File: config.mk
export PLATFORM = sky130hd
export DESIGN_NAME = dab_tile_segment_splitter
export DESIGN_NICKNAME = d
export VERILOG_FILES = /design/src/hdl/dts_pkg.sv /design/src/hdl/dts_front.sv /design/src/hdl/dts_queue.sv /design/src/hdl/dts_back.sv /design/src/hdl/dab_tile_segment_splitter.sv
export SDC_FILE = /design/constraint.sdc
export NUM_CORES = 1
export LEC_CHECK = 0
export BUFFER_PORTS_ARGS = -buffer_cell sky130_fd_sc_hd__buf_2
export CELL_PAD_IN_SITES_DETAIL_PLACEMENT = 2
export CELL_PAD_IN_SITES_GLOBAL_PLACEMENT = 2
export CORE_MARGIN = 5
export CORE_UTILIZATION = 43
export CTS_CLUSTER_DIAMETER = 80
export DETAILED_ROUTE_END_ITERATION = 16
export PLACE_DENSITY_LB_ADDON = 0.1
export SLEW_MARGIN = 10
export SYNTH_ARGS = -nofsm -noshare
export SYNTH_HDL_FRONTEND = slang
export SYNTH_HIERARCHICAL = 1
export SYNTH_SLANG_ARGS = --single-unit
File: constraint.sdc
create_clock -name clk_i -period 10.5 [get_ports clk_i]
set_input_delay 0 -clock clk_i [delete_from_list [all_inputs] [get_ports clk_i]]
set_output_delay 0 -clock clk_i [all_outputs]
set_load 0.01 [all_outputs]
File: src/hdl/dts_pkg.sv
// Shared types and constants for the dab tile segment splitter.
// Used by every module of the block and by its checker; no dependencies.
package dts_pkg;

  // Tile geometry and limits
  localparam int unsigned TILE_SIZE    = 64;
  localparam int unsigned TS_W         = $clog2(TILE_SIZE);
  localparam int unsigned MAX_DIAMETER = 255;
  localparam int unsigned MAX_RESULTS  = 25;
  localparam int unsigned CNT_W        = $clog2(MAX_RESULTS);
  localparam int unsigned QUEUE_DEPTH  = 2;

  // Field widths
  localparam int unsigned COORD_W = 15;              // signed dab corner
  localparam int unsigned DIA_W   = 8;
  localparam int unsigned DIM_W   = 15;              // layer width / height
  localparam int unsigned TPR_W   = 9;
  localparam int unsigned POS_W   = 16;              // clipped pixel position
  localparam int unsigned TC_W    = POS_W - 1 - TS_W; // tile column / row
  localparam int unsigned OFS_W   = DIA_W + 1;       // offset into the mask
  localparam int unsigned SEG_W   = TS_W + 1;
  localparam int unsigned IDX_W   = 16;
  localparam int unsigned MOFF_W  = 16;
  localparam int unsigned CFG_W   = 15;

  // Stream packing: input tdata
  localparam int unsigned IN_LEFT_LSB = 0;
  localparam int unsigned IN_TOP_LSB  = IN_LEFT_LSB + COORD_W;
  localparam int unsigned IN_DIA_LSB  = IN_TOP_LSB + COORD_W;
  localparam int unsigned IN_BITS     = IN_DIA_LSB + DIA_W;
  localparam int unsigned IN_TDATA_W  = ((IN_BITS + 7) / 8) * 8;

  // Stream packing: output tdata
  localparam int unsigned OUT_IDX_LSB  = 0;
  localparam int unsigned OUT_X_LSB    = OUT_IDX_LSB + IDX_W;
  localparam int unsigned OUT_Y_LSB    = OUT_X_LSB + TS_W;
  localparam int unsigned OUT_W_LSB    = OUT_Y_LSB + TS_W;
  localparam int unsigned OUT_H_LSB    = OUT_W_LSB + SEG_W;
  localparam int unsigned OUT_MOFF_LSB = OUT_H_LSB + SEG_W;
  localparam int unsigned OUT_SKIP_LSB = OUT_MOFF_LSB + MOFF_W;
  localparam int unsigned OUT_BITS     = OUT_SKIP_LSB + DIA_W;
  localparam int unsigned OUT_TDATA_W  = ((OUT_BITS + 7) / 8) * 8;

  typedef enum logic [1:0] {
    CFG_LAYER_WIDTH   = 2'd0,
    CFG_LAYER_HEIGHT  = 2'd1,
    CFG_TILES_PER_ROW = 2'd2
  } cfg_idx_e;

  // Clipped footprint of one dab, handed from front to back
  typedef struct packed {
    logic [POS_W-1:0] y0;
    logic [POS_W-1:0] x0;
    logic [OFS_W-1:0] yb0;
    logic [OFS_W-1:0] xb0;
    logic [POS_W-1:0] bottom;
    logic [POS_W-1:0] right;
    logic [DIA_W-1:0] dia;
  } job_t;

  typedef struct packed {
    logic [IDX_W-1:0]  tile_index;
    logic [TS_W-1:0]   x_in_tile;
    logic [TS_W-1:0]   y_in_tile;
    logic [SEG_W-1:0]  segment_width;
    logic [SEG_W-1:0]  segment_height;
    logic [MOFF_W-1:0] mask_offset;
    logic [DIA_W-1:0]  mask_row_skip;
    logic              last_segment;
  } seg_t;

endpackage

File: src/hdl/dts_front.sv
// Front end: clips one dab against the layer and builds its job descriptor.
// Depends on dts_pkg.
module dts_front (
  input  logic [dts_pkg::COORD_W-1:0] dab_left_i,
  input  logic [dts_pkg::COORD_W-1:0] dab_top_i,
  input  logic [dts_pkg::DIA_W-1:0]   dab_diameter_i,
  input  logic [dts_pkg::DIM_W-1:0]   layer_width_i,
  input  logic [dts_pkg::DIM_W-1:0]   layer_height_i,
  output dts_pkg::job_t               job_o,
  output logic                        job_ok_o
);

  localparam int unsigned SW = dts_pkg::POS_W + 1;

  logic [dts_pkg::DIA_W-1:0] dia;
  logic signed [SW-1:0] ls, ts, dia_s, ld, td, lw_s, lh_s, neg_l, neg_t;
  logic signed [SW-1:0] bottom_s, right_s;
  logic outside;
  logic [dts_pkg::POS_W-1:0] x0, y0;

  always_comb begin
    dia = (dab_diameter_i > dts_pkg::DIA_W'(dts_pkg::MAX_DIAMETER)) ?
          dts_pkg::DIA_W'(dts_pkg::MAX_DIAMETER) : dab_diameter_i;
    ls    = {{(SW - dts_pkg::COORD_W){dab_left_i[dts_pkg::COORD_W-1]}}, dab_left_i};
    ts    = {{(SW - dts_pkg::COORD_W){dab_top_i[dts_pkg::COORD_W-1]}}, dab_top_i};
    dia_s = $signed({{(SW - dts_pkg::DIA_W){1'b0}}, dia});
    lw_s  = $signed({{(SW - dts_pkg::DIM_W){1'b0}}, layer_width_i});
    lh_s  = $signed({{(SW - dts_pkg::DIM_W){1'b0}}, layer_height_i});
    ld    = ls + dia_s;
    td    = ts + dia_s;
    neg_l = -ls;
    neg_t = -ts;

    outside = (ld <= 0) || (td <= 0) || (ls >= lw_s) || (ts >= lh_s);

    bottom_s = (td < lh_s) ? td : lh_s;
    right_s  = (ld < lw_s) ? ld : lw_s;

    x0 = ls[SW-1] ? '0 : ls[dts_pkg::POS_W-1:0];
    y0 = ts[SW-1] ? '0 : ts[dts_pkg::POS_W-1:0];

    job_o.x0     = x0;
    job_o.y0     = y0;
    job_o.xb0    = ls[SW-1] ? neg_l[dts_pkg::OFS_W-1:0] : '0;
    job_o.yb0    = ts[SW-1] ? neg_t[dts_pkg::OFS_W-1:0] : '0;
    job_o.bottom = bottom_s[dts_pkg::POS_W-1:0];
    job_o.right  = right_s[dts_pkg::POS_W-1:0];
    job_o.dia    = dia;

    // an empty footprint (zero diameter, zero-size layer) yields no job
    job_ok_o = !outside && (y0 < bottom_s[dts_pkg::POS_W-1:0]) &&
               (x0 < right_s[dts_pkg::POS_W-1:0]);
  end

endmodule

File: src/hdl/dts_queue.sv
// Small job queue between front and back end.
// Depends on dts_pkg for the job descriptor type.
module dts_queue #(
  parameter int unsigned Depth = dts_pkg::QUEUE_DEPTH
) (
  input  logic          clk_i,
  input  logic          rst_ni,
  input  logic          push_i,
  input  dts_pkg::job_t push_data_i,
  input  logic          pop_i,
  output dts_pkg::job_t pop_data_o,
  output logic          full_o,
  output logic          empty_o
);

  localparam int unsigned PtrW = (Depth > 1) ? $clog2(Depth) : 1;
  localparam int unsigned CntW = $clog2(Depth + 1);

  dts_pkg::job_t mem_q [Depth];
  logic [PtrW-1:0] wr_ptr_q, rd_ptr_q;
  logic [CntW-1:0] count_q;

  assign full_o     = (count_q == CntW'(Depth));
  assign empty_o    = (count_q == '0);
  assign pop_data_o = mem_q[rd_ptr_q];

  always_ff @(posedge clk_i) begin
    if (push_i) begin
      mem_q[wr_ptr_q] <= push_data_i;
    end
  end

  always_ff @(posedge clk_i or negedge rst_ni) begin
    if (!rst_ni) begin
      wr_ptr_q <= '0;
      rd_ptr_q <= '0;
      count_q  <= '0;
    end else begin
      if (push_i) begin
        wr_ptr_q <= (wr_ptr_q == PtrW'(Depth - 1)) ? '0 : wr_ptr_q + 1'b1;
      end
      if (pop_i) begin
        rd_ptr_q <= (rd_ptr_q == PtrW'(Depth - 1)) ? '0 : rd_ptr_q + 1'b1;
      end
      if (push_i && !pop_i) begin
        count_q <= count_q + 1'b1;
      end else if (pop_i && !push_i) begin
        count_q <= count_q - 1'b1;
      end
    end
  end

endmodule

File: src/hdl/dts_back.sv
// Back end: walks a job's tiles; in its run state, if not stalled, it
// emits one segment per cycle to an output register. Needs dts_pkg.
module dts_back (
  input  logic                      clk_i,
  input  logic                      rst_ni,
  input  logic [dts_pkg::TPR_W-1:0] tiles_per_row_i,
  input  dts_pkg::job_t             job_i,
  input  logic                      job_avail_i,
  output logic                      job_pop_o,
  output dts_pkg::seg_t             seg_o,
  output logic                      seg_valid_o,
  input  logic                      seg_ready_i
);

  localparam int unsigned POS_W = dts_pkg::POS_W;
  localparam int unsigned TS_W  = dts_pkg::TS_W;
  localparam int unsigned TC_W  = dts_pkg::TC_W;
  localparam int unsigned OFS_W = dts_pkg::OFS_W;
  localparam int unsigned SEG_W = dts_pkg::SEG_W;
  localparam int unsigned DIA_W = dts_pkg::DIA_W;
  localparam int unsigned RB_W  = dts_pkg::TPR_W + TC_W;
  localparam int unsigned MR_W  = OFS_W + DIA_W;
  localparam int unsigned SUM_W = OFS_W + 1;

  typedef enum logic [1:0] {ST_IDLE, ST_ROW, ST_RUN} state_e;

  state_e state_q;
  logic [DIA_W-1:0] dia_q;
  logic [POS_W-1:0] x0_q, right_q, bottom_q, x_q, y_q;
  logic [OFS_W-1:0] xb0_q, xb_q, yb_q;
  logic [SEG_W-1:0] hb_q;
  logic [RB_W-1:0]  row_base_q;
  logic [MR_W-1:0]  mrow_q;
  logic [dts_pkg::CNT_W-1:0] cnt_q;
  dts_pkg::seg_t seg_q;
  logic seg_valid_q;

  logic [TS_W-1:0]  xt, yt;
  logic [TC_W-1:0]  tx, ty;
  logic [TC_W:0]    tx_inc, ty_inc;
  logic [POS_W-1:0] nx, ny;
  logic [OFS_W-1:0] rem_x, rem_y;
  logic [SUM_W-1:0] sum_x, sum_y;
  logic [SEG_W-1:0] wb, hb;
  logic [OFS_W-1:0] skip;
  logic             last, row_end, emit;

  always_comb begin
    xt     = x_q[TS_W-1:0];
    yt     = y_q[TS_W-1:0];
    tx     = x_q[POS_W-2:TS_W];
    ty     = y_q[POS_W-2:TS_W];
    tx_inc = {1'b0, tx} + 1'b1;
    ty_inc = {1'b0, ty} + 1'b1;
    nx     = {tx_inc, {TS_W{1'b0}}};
    ny     = {ty_inc, {TS_W{1'b0}}};

    // segment extent is bounded by the tile edge or the dab edge only
    rem_x = {1'b0, dia_q} - xb_q;
    rem_y = {1'b0, dia_q} - yb_q;
    sum_x = {{(SUM_W - TS_W){1'b0}}, xt} + {1'b0, rem_x};
    sum_y = {{(SUM_W - TS_W){1'b0}}, yt} + {1'b0, rem_y};
    wb = (sum_x < SUM_W'(dts_pkg::TILE_SIZE)) ? rem_x[SEG_W-1:0] :
         SEG_W'(dts_pkg::TILE_SIZE) - {1'b0, xt};
    hb = (sum_y < SUM_W'(dts_pkg::TILE_SIZE)) ? rem_y[SEG_W-1:0] :
         SEG_W'(dts_pkg::TILE_SIZE) - {1'b0, yt};
    skip = {1'b0, dia_q} - {{(OFS_W - SEG_W){1'b0}}, wb};

    row_end = (nx >= right_q);
    last    = (cnt_q == dts_pkg::CNT_W'(dts_pkg::MAX_RESULTS - 1)) ||
              (row_end && (ny >= bottom_q));
    emit    = (state_q == ST_RUN) && (!seg_valid_q || seg_ready_i);
  end

  assign job_pop_o   = (state_q == ST_IDLE) && job_avail_i;
  assign seg_o       = seg_q;
  assign seg_valid_o = seg_valid_q;

  always_ff @(posedge clk_i or negedge rst_ni) begin
    if (!rst_ni) begin
      state_q     <= ST_IDLE;
      seg_valid_q <= 1'b0;
      cnt_q       <= '0;
    end else begin
      if (emit) begin
        seg_valid_q <= 1'b1;
      end else if (seg_ready_i) begin
        seg_valid_q <= 1'b0;
      end
      unique case (state_q)
        ST_IDLE: begin
          if (job_avail_i) begin
            dia_q    <= job_i.dia;
            x0_q     <= job_i.x0;
            xb0_q    <= job_i.xb0;
            right_q  <= job_i.right;
            bottom_q <= job_i.bottom;
            x_q      <= job_i.x0;
            xb_q     <= job_i.xb0;
            y_q      <= job_i.y0;
            yb_q     <= job_i.yb0;
            cnt_q    <= '0;
            state_q  <= ST_ROW;
          end
        end
        ST_ROW: begin
          // per-row bases for tile index and mask offset
          row_base_q <= RB_W'(tiles_per_row_i * ty);
          mrow_q     <= MR_W'(yb_q * dia_q);
          hb_q       <= hb;
          state_q    <= ST_RUN;
        end
        ST_RUN: begin
          if (emit) begin
            seg_q.tile_index     <= dts_pkg::IDX_W'(row_base_q + {{(RB_W - TC_W){1'b0}}, tx});
            seg_q.x_in_tile      <= xt;
            seg_q.y_in_tile      <= yt;
            seg_q.segment_width  <= wb;
            seg_q.segment_height <= hb_q;
            seg_q.mask_offset    <= dts_pkg::MOFF_W'(mrow_q +
                                    {{(MR_W - OFS_W){1'b0}}, xb_q});
            seg_q.mask_row_skip  <= skip[DIA_W-1:0];
            seg_q.last_segment   <= last;
            cnt_q                <= cnt_q + 1'b1;
            if (last) begin
              state_q <= ST_IDLE;
            end else if (row_end) begin
              y_q     <= ny;
              yb_q    <= yb_q + {{(OFS_W - SEG_W){1'b0}}, hb_q};
              x_q     <= x0_q;
              xb_q    <= xb0_q;
              state_q <= ST_ROW;
            end else begin
              x_q  <= nx;
              xb_q <= xb_q + {{(OFS_W - SEG_W){1'b0}}, wb};
            end
          end
        end
        default: state_q <= ST_IDLE;
      endcase
    end
  end

endmodule

File: src/hdl/dab_tile_segment_splitter.sv
// Top level of the dab tile segment splitter: configuration registers,
// stream packing, front end, job queue and back end. Depends on dts_pkg.

// Splits one square brush dab into per-tile segments over a layer of
// 64-pixel tiles, row of tiles by row, left to right; a dab outside the
// layer produces nothing and at most 25 segments are emitted per dab.
// The front end clips a request in the cycle it is accepted and queues a
// job; the back end pops the job in its idle state, sets up each tile
// row's tile index and mask offset bases (two small multipliers) in its
// row state, then emits that row's segments in its run state. The
// queue lets new requests be accepted while earlier dabs are worked off.
// Layer size and tile row count are written through the cfg port; the
// user must write them only while the block is idle, which the block
// itself does not enforce.
module dab_tile_segment_splitter #(
  parameter int unsigned QueueDepth = dts_pkg::QUEUE_DEPTH
) (
  input  logic                            clk_i,
  input  logic                            rst_ni,
  // cfg write port
  input  logic                            cfg_we_i,
  input  logic [1:0]                      cfg_idx_i,
  input  logic [dts_pkg::CFG_W-1:0]       cfg_data_i,
  // request stream
  input  logic                            s_axis_tvalid,
  output logic                            s_axis_tready,
  // tdata: dab_left[14:0], dab_top[29:15], dab_diameter[37:30], zero pad
  input  logic [dts_pkg::IN_TDATA_W-1:0]  s_axis_tdata,
  // segment stream
  output logic                            m_axis_tvalid,
  input  logic                            m_axis_tready,
  // tdata: tile_index[15:0], x_in_tile[21:16], y_in_tile[27:22],
  //        segment_width[34:28], segment_height[41:35], mask_offset[57:42],
  //        mask_row_skip[65:58], zero pad
  output logic [dts_pkg::OUT_TDATA_W-1:0] m_axis_tdata,
  // tlast: last_segment
  output logic                            m_axis_tlast
);

  logic [dts_pkg::DIM_W-1:0] layer_width_q, layer_height_q;
  logic [dts_pkg::TPR_W-1:0] tiles_per_row_q;

  always_ff @(posedge clk_i or negedge rst_ni) begin
    if (!rst_ni) begin
      layer_width_q   <= dts_pkg::DIM_W'(16384);
      layer_height_q  <= dts_pkg::DIM_W'(16384);
      tiles_per_row_q <= dts_pkg::TPR_W'(256);
    end else if (cfg_we_i) begin
      case (cfg_idx_i)
        dts_pkg::CFG_LAYER_WIDTH:   layer_width_q   <= cfg_data_i[dts_pkg::DIM_W-1:0];
        dts_pkg::CFG_LAYER_HEIGHT:  layer_height_q  <= cfg_data_i[dts_pkg::DIM_W-1:0];
        dts_pkg::CFG_TILES_PER_ROW: tiles_per_row_q <= cfg_data_i[dts_pkg::TPR_W-1:0];
        default: ;
      endcase
    end
  end

  dts_pkg::job_t job_in, job_out;
  dts_pkg::seg_t seg;
  logic job_ok, q_full, q_empty, q_pop, q_push, seg_valid;

  dts_front u_front (
    .dab_left_i     (s_axis_tdata[dts_pkg::IN_LEFT_LSB +: dts_pkg::COORD_W]),
    .dab_top_i      (s_axis_tdata[dts_pkg::IN_TOP_LSB +: dts_pkg::COORD_W]),
    .dab_diameter_i (s_axis_tdata[dts_pkg::IN_DIA_LSB +: dts_pkg::DIA_W]),
    .layer_width_i  (layer_width_q),
    .layer_height_i (layer_height_q),
    .job_o          (job_in),
    .job_ok_o       (job_ok)
  );

  assign s_axis_tready = !q_full;
  assign q_push        = s_axis_tvalid && !q_full && job_ok;

  dts_queue #(
    .Depth (QueueDepth)
  ) u_queue (
    .clk_i       (clk_i),
    .rst_ni      (rst_ni),
    .push_i      (q_push),
    .push_data_i (job_in),
    .pop_i       (q_pop),
    .pop_data_o  (job_out),
    .full_o      (q_full),
    .empty_o     (q_empty)
  );

  dts_back u_back (
    .clk_i           (clk_i),
    .rst_ni          (rst_ni),
    .tiles_per_row_i (tiles_per_row_q),
    .job_i           (job_out),
    .job_avail_i     (!q_empty),
    .job_pop_o       (q_pop),
    .seg_o           (seg),
    .seg_valid_o     (seg_valid),
    .seg_ready_i     (m_axis_tready)
  );

  assign m_axis_tvalid = seg_valid;
  assign m_axis_tlast  = seg.last_segment;
  assign m_axis_tdata  = {{(dts_pkg::OUT_TDATA_W - dts_pkg::OUT_BITS){1'b0}},
                          seg.mask_row_skip, seg.mask_offset, seg.segment_height,
                          seg.segment_width, seg.y_in_tile, seg.x_in_tile,
                          seg.tile_index};

endmodule

==> results_dict.tcl <==
set metrics [dict create \
    wire_per_inst_um 24.77 \
    dieArea_um2 71150 \
    use_met1_pct 31.29 \
    max-clock-path-buffers 3 \
    worstSetupEndpoint "u_queue/mem_q[0][76]" \
    hold_class "primary input to flop" \
    grt_setup_unrepaired "no" \
    cp-end-kind "flop" \
    pwr-share-seq_pct 25.8 \
    initial_utilization_pct 43.26 \
    status "finished clean" \
    clk_latency_ps 610 \
    cts_tree "done" \
    slew_violations 0 \
    dr_total_vias 19440 \
    antenna_found_initial 3 \
    critPathMaxStageDelay_ps 930 \
    r2r-start "layer_width_q[1]" \
    placementRows 94 \
    layout-drive-gt1-share_pct 15.36 \
    startpoint_type "primary input" \
    tns_ps 0 \
    ios 137 \
    cp_common_cell "ha_1" \
    leakage_nw 13.55 \
    grt_max_degree 73 \
    swShare_pct 43.19 \
    finalSetupViolCount 0 \
    period_needed_ps 9100 \
    die_height_um 266.7 \
    cp.required_ps 10770 \
    die_width_um 266.7 \
    cts_made_buffers 52 \
    final_nets 3049 \
    intPower_mw 7.150 \
    slew_headroom_pct 16.23 \
    p_switching_mw 5.435 \
    clock-root-buffer "clkbuf_16" \
    grt_pass1_vias 22140 \
    routed_via_density 5.510 \
    io_buffers 128 \
    place_congestion 0.8629 \
    postRouteAntennaNets 0 \
    grt_pass1_wl_um 134900 \
    crit_path_top_delay_cell "nor2b_4" \
    ir_drop_uv 283.3 \
    syn-cell-area_um2 28340 \
    critPathKind "primary input to flop" \
    critPathLaunch "s_axis_tdata[30]" \
    max_freq_mhz 109.9 \
    arrival_ps 9370 \
    drc 0 \
    dr.first_iter.drc_count 1066 \
    gr-usage-met3_pct 2.895 \
    grt_overflow_total 0 \
    period_share_pct 86.67 \
    rr_worst_depth 21 \
    grt_usage_pct 24.49 \
    dp_hpwl_um 64130 \
    reg2reg_to "u_queue/mem_q[0][76]" \
    total_power_mw 12.59 \
    syn2layout_area_growth_pct 13.76 \
    power_frac_clock_pct 15.4 \
    avgSynthCellArea_um2 11.68 \
    clk_pin_slew_ps 60 \
    clock-skew-final_ps 30.25 \
    critPathMaxFanout 32 \
    coreArea_um2 65510 \
    h-tree-depth 2 \
    cap_violations 0 \
    r2r_slack_ps 2650 \
    use_met2_pct 44.71 \
    cts_setup_buffers 0 \
    hold_viol 0 \
    busiest_layer "met2" \
    synth_warnings 6 \
    wirelength_um 87390 \
    cts_sinks 445 \
    p_per_area_nw_per_um2 390.3 \
    p_comb_share_pct 58.9 \
    firstDrtPassIters 6 \
    fill_cells 6438 \
    syn_inst 2427 \
    tightest_slew_ps 1243 \
]
layer usage:
metal  part of all wire, %  up-vias
met3                   3.5      104
li1                      -     8924
met4                   2.3        0
met5                     0        -
met1                    43    10060
met2                    52      348
power by group through the flow:
| stage | sequential [mW] | combinational (mW) | clock (mW) |
|---|---|---|---|
| after CTS | 3.25 | 7.52 | 1.98 |
| after detailed placement | 3.28 | 7.39 | 0 |
| after floorplan | 3.06 | 5.55 | 0 |
| after global routing | 3.29 | 8.37 | 2.07 |
| after global placement | 3.25 | 6.93 | 0 |
| final | 3.24 | 7.41 | 1.93 |
metrics by stage:
step	hold slack, ps	cell area, um^2	util [%]	setup WS [ps]	instances
6_report	116.4	32240	49.21	1400	3528
5_1_grt	86.24	32240	49.21	894.6	3527
4_1_cts	67.45	32240	49.21	1398	3527
3_5_place_dp	222.3	29800	45.49	1405	3368
3_3_place_gp	203.7	29800	45.49	1839	3368
2_1_floorplan	-295.6	28360	-	783.8	2433
registers in the layout, summed over array words and instances (netlist names), 8 cells and up:
register / count
u_back/xb0_q: 9
u_back/bottom_q: 16
u_queue/mem_q: 176
u_back/y_q: 15
u_back/right_q: 16
tiles_per_row_q: 9
u_back/mrow_q: 16
u_back/seg_o: 67
u_back/x0_q: 15
layer_width_q: 15
u_back/dia_q: 8
u_back/row_base_q: 16
layer_height_q: 15
u_back/x_q: 15
u_back/xb_q: 9
u_back/yb_q: 9
cell type report:
class | instances | area, um^2 | share of cell area (%)
Clock inverter | 34 | 421.7 | 1.308
Clock buffer | 63 | 1393 | 4.319
Antenna cell | 1 | 2.502 | 0.007762
Inverter | 254 | 953.4 | 2.957
Timing Repair Buffer | 210 | 1424 | 4.416
Sequential cell | 445 | 13120 | 40.68
Tap cell | 864 | 1081 | 3.353
Multi-Input combinational cell | 1657 | 13850 | 42.96
how the worst min path moves through the flow:
stage / startpoint / endpoint / slack, ps / cells past startpoint
floorplan: rst_ni / layer_height_q[0] / -300 / 0
global placement: rst_ni / layer_width_q[3] / 200 / 2
detailed placement: rst_ni / layer_width_q[2] / 220 / 2
CTS: s_axis_tdata[29] / u_queue/mem_q[0][52] / 70 / 2
global route: s_axis_tdata[29] / u_queue/mem_q[0][52] / 90 / 2
finish: s_axis_tdata[29] / u_queue/mem_q[0][52] / 120 / 2
worst max-delay path: cells and delay by family:
family	cells	cell delay, ps
buf+inv	6	1760
xor+xnor	1	290
simple gates	5	2060
compound gates	13	3370
fa+ha+maj	5	1850
cells in the final DEF (no fill, tap or decap), drive strengths merged, types with 62 or more instances in the layout:
| master | instances |
|---|---|
| nand2 | 226 |
| o21ai | 86 |
| a21oi | 88 |
| mux2 | 144 |
| fa | 99 |
| and2 | 74 |
| nor2 | 106 |
| buf | 148 |
| dlygate4sd3 | 62 |
| ha | 268 |
| edfxtp | 394 |
| inv | 256 |
| xnor2 | 85 |
| clkbuf | 63 |
timing repair:
item	4_1_cts	5_1_grt
hold endpoints to repair	178	0
resized for setup	0	0
hold buffers	62	0
No activity file was read; power rests on OpenSTA's default activity.
